<file path="src/sv/wee_pkg.sv">
// Shared types, constants and helpers for the weight-of-evidence encoder.
// No dependencies; wee_log2 and the top level use this package by scoped name.
package wee_pkg;

    localparam int NUM_COLUMNS    = 4;
    localparam int NUM_CATEGORIES = 256;
    localparam int COUNT_BITS     = 32;
    localparam int TABLE_SIZE     = NUM_COLUMNS * NUM_CATEGORIES;
    localparam int ADDR_W         = $clog2(TABLE_SIZE);

    localparam int EPS_W    = 16;
    localparam int VAL_W    = 24;
    localparam int TERM_W   = 65;            // count*2^16 + k*eps, with carry
    localparam int LOG_FRAC = 24;
    localparam int EXP_W    = 7;             // MSB position 0..64
    localparam int LOG_W    = EXP_W + LOG_FRAC;
    localparam int ACC_W    = LOG_W + 3;     // signed sum of four logs
    localparam int MAG_W    = ACC_W - 1;
    localparam int PROD_W   = MAG_W + 32;

    localparam logic [31:0]          LN2_Q32  = 32'd2977044472;
    localparam logic [PROD_W:0]      RND_HALF = (PROD_W + 1)'(1) << 39;
    localparam logic [VAL_W-1:0]     OUT_MAX  = 24'h7FFFFF;
    localparam logic [VAL_W-1:0]     OUT_MIN  = 24'h800000;
    localparam logic [EPS_W-1:0]     EPS_RESET = 16'd32768;

    typedef enum logic [1:0] {
        OP_CLEAR     = 2'd0,
        OP_TRAIN     = 2'd1,
        OP_TRANSFORM = 2'd2,
        OP_NOP       = 2'd3
    } op_t;

    typedef enum logic {
        REG_EPSILON = 1'b0,
        REG_DEFAULT = 1'b1
    } reg_idx_t;

    typedef struct packed {
        logic              start;
        logic [TERM_W-1:0] value;
    } log_req_t;

    typedef struct packed {
        logic             done;
        logic [LOG_W-1:0] result;
    } log_rsp_t;

    typedef enum logic [1:0] {
        LG_IDLE,
        LG_NORM,
        LG_SQUARE
    } log_state_t;

    typedef enum logic [3:0] {
        ST_CLEAR,
        ST_IDLE,
        ST_READ,
        ST_TRAIN_WB,
        ST_XF_CHECK,
        ST_LOG_START,
        ST_LOG_WAIT,
        ST_SCALE,
        ST_ROUND,
        ST_DONE
    } state_t;

    function automatic logic [COUNT_BITS-1:0] sat_inc(input logic [COUNT_BITS-1:0] c);
        return (c == '1) ? c : c + COUNT_BITS'(1);
    endfunction

endpackage

</file>
<file path="src/sv/wee_log2.sv">
// Iterative log2 unit, Q.24 result: binary-search normalize, then one
// squaring per fraction bit. Depends on wee_pkg.
module wee_log2 (
    input  logic              clk,
    input  logic              rst_n,
    input  wee_pkg::log_req_t req,
    output wee_pkg::log_rsp_t rsp
);

    wee_pkg::log_state_t              state_reg, state_next;
    logic [wee_pkg::TERM_W-1:0]       v_reg, v_next;
    logic [wee_pkg::EXP_W-1:0]        exp_reg, exp_next;
    logic [2:0]                       step_reg, step_next;
    logic [31:0]                      y_reg, y_next;
    logic [wee_pkg::LOG_FRAC-1:0]     frac_reg, frac_next;
    logic [4:0]                       bit_reg, bit_next;
    logic                             done_reg, done_next;
    logic [63:0]                      sq;

    always_ff @(posedge clk or negedge rst_n)
    begin
        if (!rst_n)
        begin
            state_reg <= wee_pkg::LG_IDLE;
            done_reg  <= 1'b0;
        end
        else
        begin
            state_reg <= state_next;
            done_reg  <= done_next;
        end
    end

    always_ff @(posedge clk)
    begin
        v_reg    <= v_next;
        exp_reg  <= exp_next;
        step_reg <= step_next;
        y_reg    <= y_next;
        frac_reg <= frac_next;
        bit_reg  <= bit_next;
    end

    always_comb
    begin
        state_next = state_reg;
        v_next     = v_reg;
        exp_next   = exp_reg;
        step_next  = step_reg;
        y_next     = y_reg;
        frac_next  = frac_reg;
        bit_next   = bit_reg;
        done_next  = 1'b0;
        sq         = y_reg * y_reg;

        case (state_reg)
            wee_pkg::LG_IDLE:
            begin
                if (req.start)
                begin
                    v_next     = req.value;
                    exp_next   = 7'd64;
                    step_next  = 3'd0;
                    frac_next  = '0;
                    state_next = wee_pkg::LG_NORM;
                end
            end
            wee_pkg::LG_NORM:
            begin
                // shift by 32, 16, 8, 4, 2, 1, 1 while the top bits are clear;
                // the last single shift covers a value of 1 (MSB at bit 0)
                case (step_reg)
                    3'd0:
                    begin
                        if (v_reg[64 -: 32] == '0)
                        begin
                            v_next   = v_reg << 32;
                            exp_next = exp_reg - 7'd32;
                        end
                    end
                    3'd1:
                    begin
                        if (v_reg[64 -: 16] == '0)
                        begin
                            v_next   = v_reg << 16;
                            exp_next = exp_reg - 7'd16;
                        end
                    end
                    3'd2:
                    begin
                        if (v_reg[64 -: 8] == '0)
                        begin
                            v_next   = v_reg << 8;
                            exp_next = exp_reg - 7'd8;
                        end
                    end
                    3'd3:
                    begin
                        if (v_reg[64 -: 4] == '0)
                        begin
                            v_next   = v_reg << 4;
                            exp_next = exp_reg - 7'd4;
                        end
                    end
                    3'd4:
                    begin
                        if (v_reg[64 -: 2] == '0)
                        begin
                            v_next   = v_reg << 2;
                            exp_next = exp_reg - 7'd2;
                        end
                    end
                    default:
                    begin
                        if (!v_reg[64])
                        begin
                            v_next   = v_reg << 1;
                            exp_next = exp_reg - 7'd1;
                        end
                    end
                endcase
                step_next = step_reg + 3'd1;
                if (step_reg == 3'd6)
                begin
                    y_next     = v_next[64:33];
                    bit_next   = 5'(wee_pkg::LOG_FRAC - 1);
                    state_next = wee_pkg::LG_SQUARE;
                end
            end
            wee_pkg::LG_SQUARE:
            begin
                if (sq[63])
                begin
                    frac_next[bit_reg] = 1'b1;
                    y_next             = sq[63:32];
                end
                else
                begin
                    y_next = sq[62:31];
                end
                bit_next = bit_reg - 5'd1;
                if (bit_reg == 5'd0)
                begin
                    done_next  = 1'b1;
                    state_next = wee_pkg::LG_IDLE;
                end
            end
            default:
            begin
                state_next = wee_pkg::LG_IDLE;
            end
        endcase
    end

    assign rsp.done   = done_reg;
    assign rsp.result = {exp_reg, frac_reg};

endmodule

</file>
<file path="config.mk">
export PLATFORM = sky130hd
export DESIGN_NAME = wee_log2
export DESIGN_NICKNAME = d
export VERILOG_FILES = /design/src/sv/wee_pkg.sv /design/src/sv/wee_log2.sv
export SDC_FILE = /design/constraint.sdc
export NUM_CORES = 2
export LEC_CHECK = 0
export BUFFER_PORTS_ARGS = -buffer_cell sky130_fd_sc_hd__buf_2
export CAP_MARGIN = 10
export CORE_MARGIN = 1
export CORE_UTILIZATION = 55
export CTS_BUF_LIST = sky130_fd_sc_hd__clkbuf_4
export CTS_CLUSTER_DIAMETER = 50
export CTS_CLUSTER_SIZE = 10
export DETAILED_ROUTE_END_ITERATION = 16
export PLACE_DENSITY_LB_ADDON = 0.08
export SLEW_MARGIN = 5
export SYNTH_ARGS = -nofsm -noshare
export SYNTH_HDL_FRONTEND = slang
export SYNTH_SLANG_ARGS = --single-unit
</file>
<file path="constraint.sdc">
create_clock -name clk -period 13.43 [get_ports clk]
set_input_delay 2.686 -clock clk [delete_from_list [all_inputs] [get_ports clk]]
set_output_delay 2.686 -clock clk [all_outputs]
set_load 0.01 [all_outputs]
</file>
# --- Word level (Yosys, flattened, before mapping) ---
# Index checks and enable logic that the tools add are counted.
op_classes:
  reduce_logical: 17
  eq_ne: 17
  n_addsub: 8
  shifts: 0
  div_mod_pow: 0
  mul: 1
  order_cmp: 2
  n_mux: 36
  bitwise_logic: 1
op_table:
  columns: ["cell", "n"]
  rows:
  - ["2-to-1 mux 65 bit", 7]
  - ["one-hot mux 65 bit (5 select lines)", 1]
  - ["one-hot mux 65 bit (2 select lines)", 1]
  - ["multiplier 32 x 32 -> 64 bit", 1]
  - ["2-to-1 mux 32 bit", 2]
  - ["one-hot mux 32 bit (2 select lines)", 1]
  - ["2-to-1 mux 7 bit", 7]
  - ["2-to-1 mux 24 bit", 2]
  - ["one-hot mux 24 bit (2 select lines)", 1]
  - ["one-hot mux 7 bit (5 select lines)", 1]
  - ["zero test 32 bit", 1]
  - ["bitwise OR 24 bit", 1]
  - ["zero test 16 bit", 1]
  - ["inequality test 3 bit, second input constant", 5]
  - ["one-hot mux 7 bit (2 select lines)", 1]
  - ["one-hot mux 5 bit (2 select lines)", 1]
  - ["zero test 8 bit", 1]
  - ["inequality test 2 bit, second input constant", 4]
  - ["AND reduction 8 bit", 1]
  - ["inequality test 7 x 2 -> 1 bit, second input constant", 1]
  - ["subtractor 7 x 1 -> 7 bit, second input constant", 1]
  - ["subtractor 7 x 2 -> 7 bit, second input constant", 1]
  - ["subtractor 7 x 3 -> 7 bit, second input constant", 1]
  - ["subtractor 7 x 4 -> 7 bit, second input constant", 1]
  - ["26 further kinds", 37]
word_totals:
  ramBits: 0
  memories: 0
  mem_bits_ro: 0
  latchBits: 0
  input_bits: 68
  ff_bits: 139

# --- Logic depth before layout (Yosys ltp) ---
logic_depth:
  depth_word: 7
  mapped_depth: 31

# --- Worst setup path before layout ---
# No wires, ideal clock.
synth_path:
  kind: "reg-to-reg"
  start: "reg y_reg[5]"
  end: "reg frac_reg[0] (netlist name) (enable)"
  required_ns: 12.988
  arrival_time_ns: 8.982
  n_path_buf: 3
  setup_ns: 0.442
  path_slack_ns: 4.006
  stages_incl_launch_ff: 28
  cell_sequence: "edfxtp_1 > clkbuf_1 > clkbuf_1 > nand2_1 > fa_1 > inv_1 > fa_1 > fa_1 > inv_1 > fa_1 > inv_1 > fa_1 > fa_1 > fa_1 > inv_1 > fa_1 > inv_1 > ha_1 > a21oi_1 > o21ai_0 > a21oi_1 > o211ai_1 > a2111oi_2 > nand3_1 > xnor2_1 > inv_2 > buf_2 > a211oi_1"
synth_between:
  elab_chain_cells: 3
synth_rtl:
  columns: ["item", "line", "text"]
  rows:
  - ["from (decl)", "wee_log2.sv:14", "logic [31:0] y_reg, y_next;"]
  - ["from (signal assigned)", "wee_log2.sv:39", "y_reg <= y_next;"]
  - ["multiplier 32 x 32 -> 64 bit", "wee_log2.sv:54", "sq = y_reg * y_reg;"]
  - ["inequality test 2 bit (no line)", null, null]
  - ["AND reduction 3 bit (no line)", null, null]
  - ["to (signal assigned)", "wee_log2.sv:40", "frac_reg <= frac_next;"]
  - ["to (decl)", "wee_log2.sv:15", "logic [wee_pkg::LOG_FRAC-1:0] frac_reg, frac_next;"]
# No other way between the ends.
# A chain may end at the register's enable or synchronous reset.

# --- Worst setup path after layout ---
layout_path:
  start: "reg y_reg[7]"
  end: "reg frac_reg[3] (netlist name) (enable)"
# Same word-level chain as after synthesis.

==> results.py <==
metrics = {
    "route": {
        "wl_per_cell_um": 21.64,
        "wirelength_um": 109600,
        "vias_per_cell": 5.723,
        "drc_errors": 0,
        "postRouteAntennaNets": 0,
        "drtPass1Iterations": 9,
        "drtIter0Drc": 2622,
        "dr_total_vias": 28990,
    },
    "timing": {
        "fin_crit_sh": 0.7432,
        "fmax_mhz": 100.2,
        "worst_pin_slew_ns": 1.196,
        "timing.hold.ws_ns": 0.5975,
        "hold_viol": 0,
        "finalCriticalPeriod_ns": 9.981,
        "skew_ns": 0.02318,
        "final.setup.tns_ns": 0,
        "finalSetupViolations": 0,
        "rsz0062_at_grt": "false",
        "slew_violations": 0,
        "max_slew_margin": 0.1952,
    },
    "floorplan": {
        "initial_utilization": 0.5583,
        "fp.dieW_um": 266.6,
        "pin_count": 100,
        "rows": 96,
        "die_h_um": 266.6,
        "core_um2": 68950,
        "dieArea_um2": 71050,
    },
    "clock_tree": {
        "hold_buffers": 0,
        "worst_skew_pair.late_latency_ns": 0.61,
        "path_clk_slew_ns": 0.16,
        "clkSinkCount": 139,
        "ctsLongestPathBuffers": 2,
        "cts_setup_buffers": 0,
        "cts_made_buffers": 17,
        "cts_tree": "done",
        "clockRootBuffer": "clkbuf_4",
        "h-tree-depth": 4,
        "ctsResizeCount": 0,
    },
    "synth": {
        "netlist.area_leader.share": 0.4114,
        "synthCells": 4169,
        "synthesis.nets": 5338,
        "syn_area_um2": 38490,
        "synth_edf_count": 136,
        "synth_top_cells_by_area": "fa_1 41%, edfxtp_1 11%, ha_1 10%, inv_1 9.6%, nand2_1 4.3%",
        "synth_area_leader_cell": "fa_1",
        "yosysUniqueCellTypes": 79,
        "async_flop_share": 0.02158,
        "synthFlopType": "edfxtp_1",
        "ys_warn_count": 0,
        "ys_ff_latch": 139,
        "ys_seq_area_frac": 0.1080,
        "synth.avg_cell_area_um2": 9.233,
    },
    "run_status": {
        "status": "finished clean",
    },
    "critical_path": {
        "critPathLaunchType": "flop",
        "critPathMaxStageDelay_ns": 1.04,
        "path_class": "flop to flop",
        "critPathSlowestCell": "a211oi_4",
        "crit_fanout": 24,
        "critical_path_arrival_ns": 10.22,
        "crit_path_end_kind": "flop",
        "crit_top_cell": "fa_1",
        "path_delay_family": "adder cells",
        "crit_buf_inv": 8,
        "cp.required_ns": 13.67,
    },
    "layout": {
        "drive_above_1_share": 0.05858,
        "largest_reg_flops": 65,
        "final_nets": 5287,
        "syn2layout_area_growth_pct": 3.845,
    },
    "global_routing": {
        "grt_pass1_vias": 30850,
        "grt_max_degree": 97,
        "antenna_found_initial": 6,
        "grt_use_total": 0.3249,
        "overflow": 0,
        "grt_pass1_wl_um": 176300,
    },
    "min_path": {
        "worst_hold_path_type": "flop to flop",
    },
    "job": {
        "cap_violations": 0,
    },
    "place": {
        "gp_congestion": 0.9464,
        "io_buffers": 99,
        "hpwl_um": 86970,
    },
}
[path summary, 6_finish.rpt]
path,startpoint,to,slack [ns],depth (start not counted)
min in group asynchronous,rst_n,done_reg,1.85,1
hold reg to reg,frac_reg[11],frac_reg[11],0.60,2
setup reg to reg,y_reg[7],frac_reg[3],3.45,26
max in group asynchronous,rst_n,state_reg[0],11.47,1
hold / removal,frac_reg[11],frac_reg[11],0.60,2
setup / recovery,y_reg[7],frac_reg[3],3.45,26
[stage by stage]
stage | instance area, um^2 | instances | setup slack (ns) | utilization
floorplan | 38490 | 4169 | 4.006 | -
global placement | 39660 | 5030 | 3.462 | 0.5753
detailed placement | 39660 | 5030 | 3.501 | 0.5753
CTS | 39960 | 5062 | 3.458 | 0.5796
global route | 39970 | 5064 | 3.048 | 0.5797
finish | 39970 | 5066 | 3.449 | 0.5798
[routing by layer]
layer  wire length, um  GRT usage
met5                26          0
met4              3291    0.09708
met3              7685    0.04502
met2             53340     0.5409
met1             45300     0.4419
[cell usage in the layout, fill, tap and decap left out, types with 46 or more instances in the layout]
master / instances
buf_2: 99
buf_4: 49
nor2_1: 147
and2_1: 237
a21o_1: 49
nand2_1: 443
inv_1: 988
fa_1: 791
edfxtp_1: 136
o21ai_0: 95
ha_1: 310
xnor2_1: 46
a21oi_1: 172
[synth_stat cells (47+ instances only)]
cell type,n
inv_1,988
fa_1,791
nand2_1,443
ha_1,310
and2_1,237
clkbuf_1,180
a21oi_1,173
nor2_1,150
edfxtp_1,136
o21ai_0,96
a21o_1,49
xnor2_1,47
[worst register-to-register path: stages (launching register included)]
cell and delay [ns]:
edfxtp_1 0.84, buf_4 0.33, inv_1 0.22, nor2_1 0.27, inv_1 0.08, fa_1 0.49
inv_1 0.06, fa_1 0.48, fa_1 0.46, fa_1 0.50, fa_1 0.43, fa_1 0.44
fa_1 0.52, inv_1 0.05, fa_1 0.47, inv_1 0.04, ha_1 0.35, a21oi_1 0.25
o21ai_0 0.18, a21oi_1 0.27, o211ai_1 0.19, a2111oi_2 0.67, nand3_1 0.24, xnor2_2 0.19
buf_4 0.28, inv_2 0.25, a211oi_4 1.04
[cells by family (layout without fill, tap and decap cells)]
family	after synthesis	count (layout)	share of synthesized area
buf+inv	1208	1170	0.1211
fa+ha+maj	1101	1101	0.5121
simple gates	967	967	0.1191
compound gates	630	630	0.1097
flops	139	139	0.1080
xor+xnor	84	84	0.01911
mux	40	40	0.01086
other cells	0	4	0
[final cells by class]
type / count / area [um^2]
repair buffers: 148 / 863.3
multi-input cells: 2822 / 29760
well taps: 931 / 1165
fillers: 6390 / 28970
inverters: 990 / 3716
clock inverters: 15 / 172.7
clock buffers: 17 / 127.6
diodes: 4 / 10.01
flip-flops and latches: 139 / 4159
Power is not shown: default switching activity piles up to over one toggle a cycle in this logic, so the estimate is an artifact.
